--- src/rtl/bls_ram.sv ---
// Generic simple dual-port RAM with registered read.
`default_nettype none
module bls_ram #(
    parameter int unsigned DATA_W = 8,
    parameter int unsigned DEPTH   = 256
) (
    input  wire logic                     aclk,
    input  wire logic                     we,
    input  wire logic [$clog2(DEPTH)-1:0] waddr,
    input  wire logic [DATA_W-1:0]        wdata,
    input  wire logic [$clog2(DEPTH)-1:0] raddr,
    output logic      [DATA_W-1:0]        rdata
);

    logic [DATA_W-1:0] mem [DEPTH];

    always_ff @(posedge aclk) begin
        if (we) begin
            mem[waddr] <= wdata;
        end
        rdata <= mem[raddr];
    end

endmodule
`default_nettype wire

--- config.mk ---
export PLATFORM = sky130hd
export DESIGN_NAME = bls_ram
export DESIGN_NICKNAME = d
export VERILOG_FILES = /design/src/rtl/bls_ram.sv
export SDC_FILE = /design/constraint.sdc
export NUM_CORES = 2
export LEC_CHECK = 0
export ABC_AREA = 1
export BUFFER_PORTS_ARGS = -buffer_cell sky130_fd_sc_hd__buf_2
export CORE_MARGIN = 2
export CORE_UTILIZATION = 65
export DETAILED_ROUTE_END_ITERATION = 16
export PLACE_DENSITY_LB_ADDON = 0.15
export SLEW_MARGIN = 5
export SYNTH_ARGS = -nofsm -noshare
export SYNTH_HDL_FRONTEND = slang
export SYNTH_SLANG_ARGS = --single-unit
--- constraint.sdc ---
create_clock -name aclk -period 3.8 [get_ports aclk]
set_input_delay 0.38 -clock aclk [delete_from_list [all_inputs] [get_ports aclk]]
set_output_delay 0.38 -clock aclk [all_outputs]
set_load 0.005 [all_outputs]
==> impl_metrics.toml <==
[outcome]
outcome = "completed"

[sta]
tightest_slew_ps = 1108
finalMaxSlewViolations = 0
fmax_ghz = 0.3736
finalHoldViolCount = 0
clock_skew_ps = 31.06
tns_ps = 0
rsz0062_at_grt = "false"
setup_viol = 0
fin_crit_sh = 0.7044
slew_headroom = 0.2593
finalCriticalPeriod_ps = 2677

[global_route]
grt_use_met3 = 0.07342
busiest_layer = "met2"
use_met1 = 0.4780
grt_first_pass_wirelength_um = 327900
grt_pass1_vias = 51970
track_usage = 0.3367
grt_max_degree = 176
grt-ovfl-total = 0
grtUsageMet2 = 0.5155
antenna_found_initial = 8

[floorplanning]
die_y_um = 362.2
fp.dieW_um = 362.2
start_util = 0.6540
core_um2 = 127500
rows = 131
fp.dieArea_um2 = 131200
ios = 34

[drt]
drcViolationCount = 0
vias = 55210
drt_wl_total_um = 220500
dr.pass1.iters = 6
final_antenna_net_count = 0
viasPerCell = 6.307
drt-initial-drc-count = 8100
wl_per_cell_um = 25.18

[logic_synthesis]
synth.avg_cell_area_um2 = 11.91
synth_cell_type_count = 14
synth_seq_cells = 2056
synthCells = 7003
syn_nets = 7029
syn-cell-area_um2 = 83400
yosysSeqAreaShare = 0.7394
yosysWarnings = 0

[setup_path]
startpoint = "waddr[4]"
worst_ep_arrival_time_ps = 3120
max_stage_delay_ps = 990
reg2reg_from = "mem[137][7]"
slowest_stage = "nor2_1"
crit_path_end_kind = "flop"
worstPathMaxFanout = 16
crit_top_cell = "nor2_1"
startpoint_type = "input port"
path_cells = "buf_2, nor2_1, nand2_1, nor2_1"
crit_required_ps = 4240
path_class = "input port to flop"

[cts]
root_buffer = "clkbuf_16"
cts_tree = "done"
postCtsSetupBuffers = 0
clkLatencyLatePin_ps = 850
cts_buffers = 198
clock_path_buffers = 3
htreeDepth = 4
cts.sinks = 2056
cts_resized = 0
path_clk_slew_ps = 60
postCtsHoldBufs = 2

[pwr]
clkPwrFrac = 0.405
p_int_uw = 36470
combPwrFrac = 0.061
p_seq_frac = 0.534
ir_drop_mv = 0.5408
power_density_nw_per_um2 = 512.3
p_leak_uw = 0.03189
sw_frac_of_total = 0.2222
p_switching_uw = 10420

[layout]
fill_cells = 8368
layout-drive-gt1-share = 0.06825
antenna_cells = 0
fin_cells = 8754
areaGrowthSynthToFinish_pct = 9.749
nets = 6961

[placement]
gp_congestion = 0.8883
placed_cells = 8395
io_buffers = 33
dp_hpwl_um = 125100

[min_path]
hold_path.startpoint = "wdata[5]"
hold_class = "input port to flop"

[run]
cap_violations = 0
worst paths after layout:
kind	slack (ps)	endpoint	depth (start not counted)
min	50	mem[60][5]	1
min reg2reg	970	rdata[4]	10
max	1120	mem[12][6]	4
max reg2reg	1720	rdata[7]	10
cell usage in the layout, fill, tap and decap left out:
master	synthesis	final
inv_6	0	4
buf_2	268	21
edfxtp_1	2048	2048
inv_2	2	2
inv_16	0	2
inv_4	1	1
clkbuf_8	0	6
clkinv_4	0	1
clkbuf_1	112	53
nand2_2	0	3
dfxtp_1	8	8
dlygate4sd3_1	0	2
inv_1	36	33
buf_8	1	11
inv_8	0	2
clkinv_2	0	28
buf_12	0	49
buf_4	46	132
clkbuf_16	0	204
clkinv_1	0	42
clkinv_8	0	3
bufinv_16	0	13
nand3_1	2019	2019
nor2_1	283	283
clkinvlp_4	0	2
nand2_1	2123	2120
area by class of cell:
| cell class | instances | area (µm²) | share of cell area |
|---|---|---|---|
| Clock buffer | 263 | 5386 | 0.05885 |
| Timing Repair Buffer | 215 | 2262 | 0.02472 |
| Clock inverter | 94 | 815.8 | 0.008913 |
| Sequential cell | 2056 | 61660 | 0.6737 |
| Multi-Input combinational cell | 4425 | 19140 | 0.2092 |
| Inverter | 39 | 180.2 | 0.001969 |
| Tap cell | 1662 | 2079 | 0.02272 |
Yosys cell counts:
cell	n	area [µm²]
nand2_1	2123	7969
edfxtp_1	2048	61500
nand3_1	2019	10100
nor2_1	283	1062
buf_2	268	1341
clkbuf_1	112	420.4
buf_4	46	345.3
buf_1	40	150.1
inv_1	36	135.1
buf_6	16	180.2
dfxtp_1	8	160.2
inv_2	2	7.510
buf_8	1	15.01
inv_4	1	6.260
routing by layer:
metal  share of wire  wire, µm
met1            0.38     83270
met3            0.12     25800
met4           0.042      9234
met5         0.00032        71
met2            0.46    102100
flip-flops by register name (all words and copies together), names as in the netlist:
register  flops
mem        2048
rdata         8
worst max-delay path, delay by kind of cell:
family / cells / cell delay, ps
buf+inv: 1 / 180
simple gates: 3 / 2540
metrics by stage:
stage / setup WS (ps) / power (µW) / hold WS [ps] / cell area (µm²) / utilization
6_report: 1123 / 46890 / 47.20 / 91530 / 0.7177
5_1_grt: 1128 / 48000 / 60.90 / 91530 / 0.7177
4_1_cts: 1307 / 46900 / 19.15 / 91530 / 0.7177
3_5_place_dp: 408.3 / 28290 / 802.5 / 85300 / 0.6690
3_3_place_gp: 451.0 / 28240 / 808.1 / 85300 / 0.6690
2_1_floorplan: 1929 / 27040 / 478.9 / 83400 / -
cell families (layout without fill, tap and decap cells):
family | after synthesis | count (layout) | share of synthesized area
buffers and inverters | 522 | 611 | 0.03119
and+or+nand+nor | 4425 | 4425 | 0.2295
DFF | 2056 | 2056 | 0.7394
power by group through the flow:
stage | combinational (µW) | sequential, µW | clock, µW
floorplan | 1540 | 25500 | 0
CTS | 2800 | 25000 | 19100
global placement | 2740 | 25500 | 0
finish | 2860 | 25000 | 19000
detailed placement | 2790 | 25500 | 0
global route | 3050 | 25000 | 19900
(Power assumes the default switching activity.)
